[src/hw/rtl/pid_position_loop_hbridge_defines.svh]
// Assertion macros used by the position loop RTL.
// Depends on a clock named clk and an active-low reset named rst_n in the using scope.
`ifndef PID_POSITION_LOOP_HBRIDGE_DEFINES_SVH
`define PID_POSITION_LOOP_HBRIDGE_DEFINES_SVH

`ifndef SYNTH
`define PPLH_ASSERT(label, prop) \
  label: assert property (@(posedge clk) disable iff (!rst_n) (prop)) \
    else $error("pplh assertion failed");
`define PPLH_ASSERT_NEXT(label, ante, cons) \
  label: assert property (@(posedge clk) disable iff (!rst_n) (ante) |=> (cons)) \
    else $error("pplh assertion failed");
`else
`define PPLH_ASSERT(label, prop)
`define PPLH_ASSERT_NEXT(label, ante, cons)
`endif

`endif

[src/hw/rtl/pplh_pkg.sv]
// Shared types and constants for the position loop with H-bridge output.
// No dependencies.
package pplh_pkg;

  localparam int unsigned CountW = 16;
  localparam int unsigned GainW  = 16;
  localparam int unsigned LimitW = 16;
  localparam int unsigned IntegW = 24;
  localparam int unsigned FracW  = 8;
  localparam int unsigned FwdW   = 15;
  localparam int unsigned CfgIdxW = 3;

  localparam logic [GainW-1:0]         PropGainRst  = 16'd12851;
  localparam logic [GainW-1:0]         IntegGainRst = 16'd0;
  localparam logic [GainW-1:0]         DerivGainRst = 16'd393;
  localparam logic signed [LimitW-1:0] LowLimitRst  = -16'sd50;
  localparam logic signed [LimitW-1:0] HighLimitRst = 16'sd50;

  typedef enum logic [CfgIdxW-1:0] {
    REG_PROP_GAIN  = 3'd0,
    REG_INTEG_GAIN = 3'd1,
    REG_DERIV_GAIN = 3'd2,
    REG_LOW_LIMIT  = 3'd3,
    REG_HIGH_LIMIT = 3'd4
  } reg_index_t;

  typedef struct packed {
    logic [GainW-1:0]         prop_gain;
    logic [GainW-1:0]         integral_gain_times_period;
    logic [GainW-1:0]         deriv_gain_over_period;
    logic signed [LimitW-1:0] drive_low_limit;
    logic signed [LimitW-1:0] drive_high_limit;
  } cfg_t;

  typedef struct packed {
    logic signed [IntegW-1:0] integrator;
    logic signed [CountW-1:0] drive_value;
    logic [FwdW-1:0]          forward_duty;
    logic [CountW-1:0]        reverse_duty;
  } result_t;

endpackage

[src/hw/rtl/pplh_cfg.sv]
// Configuration register file for the position loop.
// Depends on pplh_pkg.
module pplh_cfg (
  input  logic                            clk,
  input  logic                            rst_n,
  input  logic                            cfg_valid,
  output logic                            cfg_ready,
  input  logic [pplh_pkg::CfgIdxW-1:0]    cfg_index,
  input  logic [pplh_pkg::GainW-1:0]      cfg_data,
  output pplh_pkg::cfg_t                  cfg
);
  import pplh_pkg::*;

  cfg_t cfg_r;
  cfg_t cfg_nxt;

  assign cfg_ready = 1'b1;
  assign cfg = cfg_r;

  always_comb begin
    cfg_nxt = cfg_r;
    if (cfg_valid) begin
      unique case (cfg_index)
        REG_PROP_GAIN:  cfg_nxt.prop_gain = cfg_data;
        REG_INTEG_GAIN: cfg_nxt.integral_gain_times_period = cfg_data;
        REG_DERIV_GAIN: cfg_nxt.deriv_gain_over_period = cfg_data;
        REG_LOW_LIMIT:  cfg_nxt.drive_low_limit = $signed(cfg_data);
        REG_HIGH_LIMIT: cfg_nxt.drive_high_limit = $signed(cfg_data);
        default: cfg_nxt = cfg_r;
      endcase
    end
  end

  always_ff @(posedge clk) begin
    if (!rst_n) begin
      cfg_r.prop_gain <= PropGainRst;
      cfg_r.integral_gain_times_period <= IntegGainRst;
      cfg_r.deriv_gain_over_period <= DerivGainRst;
      cfg_r.drive_low_limit <= LowLimitRst;
      cfg_r.drive_high_limit <= HighLimitRst;
    end else begin
      cfg_r <= cfg_nxt;
    end
  end

endmodule

[src/hw/rtl/pplh_law.sv]
// Combinational control law: error, clamped integrator, derivative on measurement,
// output clamp, truncation toward zero and bridge split. Depends on pplh_pkg.
module pplh_law (
  input  pplh_pkg::cfg_t                     cfg,
  input  logic [pplh_pkg::CountW-1:0]        target_count,
  input  logic [pplh_pkg::CountW-1:0]        measured_count,
  input  logic [pplh_pkg::CountW-1:0]        prev_measured,
  input  logic signed [pplh_pkg::IntegW-1:0] integrator,
  output pplh_pkg::result_t                  res
);
  import pplh_pkg::*;

  localparam int unsigned DiffW = CountW + 1;
  localparam int unsigned ProdW = GainW + 1 + DiffW;
  localparam int unsigned SumW  = ProdW + 2;

  function automatic logic signed [IntegW-1:0] clamp_lim(
    input logic signed [SumW-1:0]   v,
    input logic signed [LimitW-1:0] lo,
    input logic signed [LimitW-1:0] hi
  );
    logic signed [IntegW-1:0] lo_s;
    logic signed [IntegW-1:0] hi_s;
    lo_s = {lo, {FracW{1'b0}}};
    hi_s = {hi, {FracW{1'b0}}};
    if (v > SumW'(hi_s)) begin
      clamp_lim = hi_s;
    end else if (v < SumW'(lo_s)) begin
      clamp_lim = lo_s;
    end else begin
      clamp_lim = v[IntegW-1:0];
    end
  endfunction

  logic signed [DiffW-1:0]  err;
  logic signed [DiffW-1:0]  dmeas;
  logic signed [ProdW-1:0]  p_term;
  logic signed [ProdW-1:0]  i_term;
  logic signed [ProdW-1:0]  d_term;
  logic signed [SumW-1:0]   integ_sum;
  logic signed [IntegW-1:0] integ_new;
  logic signed [SumW-1:0]   total;
  logic signed [IntegW-1:0] total_cl;
  logic signed [IntegW-1:0] rounded;
  logic signed [CountW-1:0] drive;

  always_comb begin
    err = $signed({1'b0, target_count}) - $signed({1'b0, measured_count});
    dmeas = $signed({1'b0, measured_count}) - $signed({1'b0, prev_measured});
    p_term = $signed({1'b0, cfg.prop_gain}) * err;
    i_term = $signed({1'b0, cfg.integral_gain_times_period}) * err;
    d_term = $signed({1'b0, cfg.deriv_gain_over_period}) * dmeas;

    integ_sum = SumW'(integrator) + SumW'(i_term);
    integ_new = clamp_lim(integ_sum, cfg.drive_low_limit, cfg.drive_high_limit);

    total = SumW'(p_term) + SumW'(integ_new) - SumW'(d_term);
    total_cl = clamp_lim(total, cfg.drive_low_limit, cfg.drive_high_limit);

    // Adding 255 before the arithmetic shift truncates negative values toward zero.
    rounded = total_cl + (total_cl[IntegW-1] ? IntegW'(255) : IntegW'(0));
    drive = CountW'(rounded >>> FracW);

    res.integrator = integ_new;
    res.drive_value = drive;
    res.forward_duty = (drive > 0) ? drive[FwdW-1:0] : '0;
    res.reverse_duty = (drive > 0) ? '0 : CountW'(-drive);
  end

endmodule

[src/hw/rtl/pid_position_loop_hbridge.sv]
// Top level of the position PID loop with H-bridge duty output.
// Depends on pplh_pkg, pplh_cfg, pplh_law and pid_position_loop_hbridge_defines.svh.
//
// Usage:
// The input channel carries one beat per control period: target_count in
// in_tdata[15:0] and measured_count in in_tdata[31:16]. Each input beat
// produces exactly one output beat with drive_value, forward_duty and
// reverse_duty. Configuration writes use cfg_valid/cfg_ready with a register
// index and 16-bit data; they are always accepted and should be issued only
// while no beat is in flight. Unknown indexes are ignored.
// A beat is captured in an input register, the control law is evaluated
// combinationally, and the result lands in an output register, from which
// it is offered. One beat per cycle is sustained while the receiver does
// not stall; the integrator and last measurement are registered together
// with the output. When the receiver stalls, the output register holds its
// beat and the input register fills; in_tready falls only when both are
// occupied. Reset clears the integrator, the last measurement, both registers'
// valid flags and loads the default gains and limits.
module pid_position_loop_hbridge (
  input  logic                         clk,
  input  logic                         rst_n,
  input  logic                         in_tvalid,
  output logic                         in_tready,
  // target_count [15:0], measured_count [31:16]
  input  logic [31:0]                  in_tdata,
  output logic                         out_tvalid,
  input  logic                         out_tready,
  // drive_value [15:0], forward_duty [30:16], reverse_duty [46:31], zero [47]
  output logic [47:0]                  out_tdata,
  input  logic                         cfg_valid,
  output logic                         cfg_ready,
  input  logic [pplh_pkg::CfgIdxW-1:0] cfg_index,
  input  logic [pplh_pkg::GainW-1:0]   cfg_data
);
  import pplh_pkg::*;
  `include "pid_position_loop_hbridge_defines.svh"

  cfg_t    cfg;
  result_t res;

  logic                     s0_valid_r;
  logic [CountW-1:0]        s0_target_r;
  logic [CountW-1:0]        s0_meas_r;
  logic                     out_valid_r;
  logic signed [CountW-1:0] drive_r;
  logic [FwdW-1:0]          fwd_r;
  logic [CountW-1:0]        rev_r;
  logic signed [IntegW-1:0] integ_r;
  logic [CountW-1:0]        prev_meas_r;
  logic                     advance;
  logic                     in_take;

  pplh_cfg u_cfg (
    .clk       (clk),
    .rst_n     (rst_n),
    .cfg_valid (cfg_valid),
    .cfg_ready (cfg_ready),
    .cfg_index (cfg_index),
    .cfg_data  (cfg_data),
    .cfg       (cfg)
  );

  pplh_law u_law (
    .cfg            (cfg),
    .target_count   (s0_target_r),
    .measured_count (s0_meas_r),
    .prev_measured  (prev_meas_r),
    .integrator     (integ_r),
    .res            (res)
  );

  assign advance   = s0_valid_r && (!out_valid_r || out_tready);
  assign in_tready = !s0_valid_r || advance;
  assign in_take   = in_tvalid && in_tready;

  always_ff @(posedge clk) begin
    if (!rst_n) begin
      s0_valid_r  <= 1'b0;
      out_valid_r <= 1'b0;
      integ_r     <= '0;
      prev_meas_r <= '0;
    end else begin
      if (in_take) begin
        s0_valid_r <= 1'b1;
      end else if (advance) begin
        s0_valid_r <= 1'b0;
      end
      if (advance) begin
        out_valid_r <= 1'b1;
        integ_r     <= res.integrator;
        prev_meas_r <= s0_meas_r;
      end else if (out_tready) begin
        out_valid_r <= 1'b0;
      end
    end
  end

  always_ff @(posedge clk) begin
    if (in_take) begin
      s0_target_r <= in_tdata[CountW-1:0];
      s0_meas_r   <= in_tdata[2*CountW-1:CountW];
    end
    if (advance) begin
      drive_r <= res.drive_value;
      fwd_r   <= res.forward_duty;
      rev_r   <= res.reverse_duty;
    end
  end

  assign out_tvalid = out_valid_r;
  assign out_tdata  = {1'b0, rev_r, fwd_r, drive_r};

  `PPLH_ASSERT(a_duty_exclusive, !out_valid_r || fwd_r == '0 || rev_r == '0)
  `PPLH_ASSERT(a_fwd_matches, !(out_valid_r && drive_r > 0) || fwd_r == drive_r[FwdW-1:0])
  `PPLH_ASSERT_NEXT(a_prev_update, advance, prev_meas_r == $past(s0_meas_r))
  `PPLH_ASSERT_NEXT(a_s0_hold, s0_valid_r && !advance, s0_valid_r)

endmodule

[config.mk]
export PLATFORM = sky130hd
export DESIGN_NAME = pid_position_loop_hbridge
export DESIGN_NICKNAME = d
export VERILOG_FILES = /design/src/hw/rtl/pplh_pkg.sv /design/src/hw/rtl/pplh_cfg.sv /design/src/hw/rtl/pplh_law.sv /design/src/hw/rtl/pid_position_loop_hbridge.sv
export VERILOG_INCLUDE_DIRS = /design/src /design/src/hw/rtl
export SDC_FILE = /design/constraint.sdc
export NUM_CORES = 2
export LEC_CHECK = 0
export ABC_CLOCK_PERIOD_IN_PS = 24400
export BUFFER_PORTS_ARGS = -buffer_cell sky130_fd_sc_hd__clkbuf_2
export CAP_MARGIN = 15
export CORE_MARGIN = 10
export CORE_UTILIZATION = 25
export CTS_BUF_LIST = sky130_fd_sc_hd__clkbuf_16
export CTS_CLUSTER_DIAMETER = 200
export DETAILED_ROUTE_END_ITERATION = 7
export HOLD_SLACK_MARGIN = 0.02
export SYNTH_ARGS = -nofsm -noshare
export SYNTH_HDL_FRONTEND = slang
export SYNTH_HIERARCHICAL = 1
export SYNTH_SLANG_ARGS = --single-unit
export TNS_END_PERCENT = 10
[constraint.sdc]
create_clock -name clk -period 24.4 [get_ports clk]
set_clock_uncertainty 0.1 [all_clocks]
set_input_delay 2.44 -clock clk [delete_from_list [all_inputs] [get_ports clk]]
set_output_delay 2.44 -clock clk [all_outputs]
set_load 0.05 [all_outputs]
# Yosys cells after proc, flatten, opt, wreduce, memory -nomap -nowiden
# Cells that the tools add are included.
totals:
  output_inout_bits: 51
  wordCells: 56
  register_bits: 201
classes:
  mul: 3
  n_reduce_logical: 14
  add_sub_neg: 7
  n_lt_le_gt_ge: 5
  muxes: 9
  eq_ne: 4
op_table:
  columns: ["cell", "count"]
  rows:
  - ["$mul A17 B17 Y34", 3]
  - ["$mux W24", 4]
  - ["$gt A36 B24 Y1", 1]
  - ["$lt A36 B24 Y1", 1]
  - ["$sub A35 B34 Y36", 1]
  - ["$add A24 B34 Y35", 1]
  - ["$add A34 B24 Y35", 1]
  - ["$gt A35 B24 Y1", 1]
  - ["$lt A35 B24 Y1", 1]
  - ["$sub A16 B16 Y17", 2]
  - ["$add A24 B9 Y24", 1]
  - ["$gt A16 B1 Y1 const B", 1]
  - ["$neg A16 Y16", 1]
  - ["$reduce_and A2 Y1", 5]
  - ["$mux W8", 1]
  - ["$eq A3 B2 Y1 const B", 2]
  - ["$mux W1", 4]
  - ["$reduce_bool A2 Y1", 2]
  - ["$eq A3 B1 Y1 const B", 1]
  - ["$eq A3 B3 Y1 const B", 1]
  - ["$logic_not A3 Y1", 1]
  - ["$logic_and A1 B1 Y1", 2]
  - ["$logic_not A1 Y1", 2]
  - ["$logic_or A1 B1 Y1", 2]

# Longest topological paths before layout
logic_depth:
  ltp_word: 14
  mapped_depth: 108

# Hierarchy
# Netlist, hierarchy kept.
by_module_without_submodules:
  columns: ["module", "cells_per_inst", "seq_area_each_um2", "area_each_um2", "n_inst"]
  rows:
  - ["pplh_law", 4663, 0.0, 38543.2, 1]
  - ["pid_position_loop_hbridge", 264, 3213.1, 4105.2, 1]
  - ["pplh_cfg", 303, 1601.5, 3150.5, 1]

# Worst setup path after synthesis
# OpenSTA, ideal clock, no wires.
synth_timing:
  path_kind: "reg-to-reg"
  from: "reg s0_meas_r[1]"
  to: "reg rev_r[13] (data pin)"
  stages_incl_launch_ff: 106
  arrival_time_ns: 22.654
  period_less_slack_ns: 23.018
  n_path_buf: 9
  setup_ns: 0.264
  path_slack_ns: 1.382
  t_required_ns: 24.036
  path_cell_list: "edfxtp_1 inv_1 ha_1 nor2b_1 o21ai_0 a21boi_0 o21ai_0 a21boi_0 o21ai_0 a21boi_0 o21ai_0 a21boi_0 o21a_1 o2111a_1 a211oi_1 clkbuf_1 nand3_1 fa_1 [70 not listed] nor2_1 a21oi_1 o21ai_0 ha_1 a211o_1 a21oi_1 o21ai_0 a41o_1 buf_6 and2_1 nor2_1 inv_1 ha_1 and3_1 a311oi_2 a2bb2oi_4 buf_6 a21oi_1"
synth_rtl:
  columns: ["item", "line", "text"]
  rows:
  - ["start: declaration", "pid_position_loop_hbridge.sv:43", "logic [CountW-1:0] s0_meas_r;"]
  - ["start signal: assignment", "pid_position_loop_hbridge.sv:101", "s0_meas_r <= in_tdata[2*CountW-1:CountW];"]
  - ["end signal: assignment", "pid_position_loop_hbridge.sv:106", "rev_r <= res.reverse_duty;"]
  - ["end: declaration", "pid_position_loop_hbridge.sv:47", "logic [CountW-1:0] rev_r;"]

==> out/results.ini <==
[clock_network]
cts_made_buffers=25
clk-insertion-delay-late_ps=580
tritoncts=yes
clock_tree.htree_level_count=1
tritoncts_num_sinks=201
cts_max_path_buffers=3
clockRootBuffer=sky130_fd_sc_hd__clkbuf_16
worst_setup_hold_path_clk_slew_ps=60
count_of_hold_fix_buffers_inserted_at_cts=0

[worst_setup_path]
worst_ep_arrival_time_ps=23540
worst_setup_path_start_kind=flip-flop
critical-path-slowest-cell=sky130_fd_sc_hd__fa_1
slowest_delay_ps=560
crit_required_ps=24730
cpMostUsedCell=sky130_fd_sc_hd__fa_1
critical_path.endpoint_type=flip-flop
path_class=reg -> reg
worstPathMaxFanout=20

[global_route]
first_pass_grt_wire_length_um=224000
grt_antenna_before_repair=6
grt_max_degree=91
grt.overflow.total=0
vias_in_the_first_global_route=37800
grt_usage_pct=14.1

[hold_path]
hold_class=reg -> reg

[timing]
slew_headroom_pct=17.9
finalSetupViolations=0
fin_crit_sh_pct=95.1
worst_case_setup_margin_in_the_final_layout_ps=1190
max_clock_freq_mhz=43.1
timing.final.hold_violations=0
slew_viol_final=0
period_minus_ws_final_ps=23210
max_slew.worst_pin.slew_ps=1230
worst_hold_slack_ps=358

[floorplan]
placeableCoreArea_um2=183000
start_util_pct=25.1
dieWidth_um=448
i_o_pin_count=107
rows=157
dieArea_um2=201000
die_h_um=448

[synthesis]
top_cells_by_area_synth=sky130_fd_sc_hd__fa_1, sky130_fd_sc_hd__ha_1, sky130_fd_sc_hd__inv_1
ys_async_sr_fraction_pct=0
synth.net_count=6538
yosys_warnings=6
synth_top_cell_by_area=sky130_fd_sc_hd__fa_1
yosysUniqueCellTypes=99
synth_enable_flop_cells=79
netlist_area_um2=45800
synth_largest_type_area_fraction_pct=33.5
ys.flop_type=sky130_fd_sc_hd__dfxtp_1
synth-seq-area-share_pct=10.5
post_synthesis_cells=5230
synth_area_per_inst_um2=8.76
synth-seq-cells=201
synth.top_cells.by_count=sky130_fd_sc_hd__inv_1, sky130_fd_sc_hd__fa_1, sky130_fd_sc_hd__nand2_1
synthMostInstantiatedCell=sky130_fd_sc_hd__inv_1

[cells_and_area]
layout.core_utilization_pct=27.7
drive_gt1_share_pct=7.97
post-route-cell-area_um2=50600
multi_input_comb_area_um2=35900
fillerInstances=19500
final-seq-area_um2=4810
areaGrowthSynthToFinish_pct=10.5
finalNetCount=6547

[placed_design]
detailed_place.area_um2=49200
io_buffers=104
dp.final_hpwl_um=118000
gp_routability_congestion=0.917
post-place-ws_ps=-693

[flow_run]
max_cap_violations=0

[routing]
routed_via_density=4.73
avgRoutedWirePerCell_um=18.8
drt_drc_violations_left=0
antenna_violating_nets_post_route=0
initialDrtViolationCount=2651
postRouteWirelength_um=144000
route.vias.total=36100
drt-pass1-iter-count=6

[run_status]
result_of_the_run=completed

-- logic make-up (layout without fill, tap and decap cells) --
logic type,count (synthesis),count (layout),share of synthesized area [%]
buffers and inverters,1417,1443,12.0
adder cells (fa/ha/maj),1252,1252,46.8
flip-flops,201,201,10.5
AND/OR/NAND/NOR,1603,1603,17.8
XOR/XNOR,90,90,1.75
other,2,5,0.0164
AO/OA/AOI/OAI,496,498,7.42
multiplexers,169,169,3.75
-- metrics by stage --
| step | instances | setup TNS (ps) |
|---|---|---|
| floorplan | 5230 | 0 |
| global placement | 7574 | 0 |
| detailed placement | 7574 | -14890 |
| CTS | 7623 | 0 |
| global route | 7644 | -139 |
| finish | 7646 | 0 |
-- worst max-delay path: cells and delay by family, from the launching register on --
family | cells | cell delay (ps)
and+or+nand+nor | 18 | 3390
muxes | 2 | 340
AOI/OAI and AO/OA | 40 | 7600
DFF | 1 | 400
adders and majority gates | 20 | 8850
buffers and inverters | 13 | 1620
xor gates and xnor gates | 3 | 760
-- cell type report --
cell class | instances | area share (%)
Tap cell | 2385 | 5.90
Inverter | 1145 | 8.50
Clock buffer | 26 | 1.29
Multi-Input combinational cell | 3614 | 71.0
Timing Repair Buffer | 252 | 3.33
Antenna cell | 3 | 0.0148
Clock inverter | 20 | 0.445
Sequential cell | 201 | 9.52
-- layout by cell type, fill, tap and decap left out, types with 24 or more instances in the layout --
| cell | instances |
|---|---|
| sky130_fd_sc_hd__a21o_1 | 36 |
| sky130_fd_sc_hd__a21oi_1 | 103 |
| sky130_fd_sc_hd__a31oi_1 | 44 |
| sky130_fd_sc_hd__and2_1 | 276 |
| sky130_fd_sc_hd__and3_1 | 80 |
| sky130_fd_sc_hd__buf_4 | 143 |
| sky130_fd_sc_hd__clkbuf_16 | 26 |
| sky130_fd_sc_hd__clkbuf_2 | 103 |
| sky130_fd_sc_hd__dfxtp_1 | 122 |
| sky130_fd_sc_hd__edfxtp_1 | 79 |
| sky130_fd_sc_hd__fa_1 | 767 |
| sky130_fd_sc_hd__ha_1 | 482 |
| sky130_fd_sc_hd__inv_1 | 1148 |
| sky130_fd_sc_hd__mux2i_1 | 145 |
| sky130_fd_sc_hd__nand2_1 | 615 |
| sky130_fd_sc_hd__nand2b_1 | 104 |
| sky130_fd_sc_hd__nand3_1 | 122 |
| sky130_fd_sc_hd__nand4_1 | 24 |
| sky130_fd_sc_hd__nor2_1 | 117 |
| sky130_fd_sc_hd__nor2b_1 | 112 |
| sky130_fd_sc_hd__nor3_1 | 50 |
| sky130_fd_sc_hd__o211ai_1 | 24 |
| sky130_fd_sc_hd__o21ai_0 | 71 |
| sky130_fd_sc_hd__o22ai_1 | 33 |
| sky130_fd_sc_hd__xnor2_1 | 53 |
| sky130_fd_sc_hd__xor2_1 | 24 |
-- sequential cells by signal, indices dropped and copies added (netlist names), 15 cells and up --
name	count
drive_r	16
integ_r	24
u_cfg/cfg	80
s0_target_r	16
s0_meas_r	16
fwd_r	15
rev_r	16
prev_meas_r	16
-- final timing paths --
| check | startpoint | end | slack (ps) | cells past startpoint |
|---|---|---|---|---|
| setup / recovery | s0_target_r[1] | rev_r[13] | 1190 | 96 |
| hold / removal | prev_meas_r[2] | prev_meas_r[2] | 360 | 2 |
| setup reg to reg | s0_target_r[1] | rev_r[13] | 1190 | 96 |
| hold reg to reg | prev_meas_r[2] | prev_meas_r[2] | 360 | 2 |
-- metal layers --
metal	GRT usage, %	part of all wire (%)	vias to the layer above	wire length, um
met4	5.13	4.1	2	5870
met1	17.9	41	18400	59400
met5	0	0.0090	-	13
met2	24.6	49	1172	70900
li1	-	-	16400	-
met3	1.34	5.2	246	7440
-- repair_timing --
action                     CTS  global route
cloned                       0             2
setup endpoints to repair   32            47
pin swaps                    2            19
gates resized for setup      7            66
buffers inserted             3            17
hold endpoints to repair     0             0
Power is not shown: default switching activity piles up to over one toggle a cycle in this logic, so the estimate is an artifact.
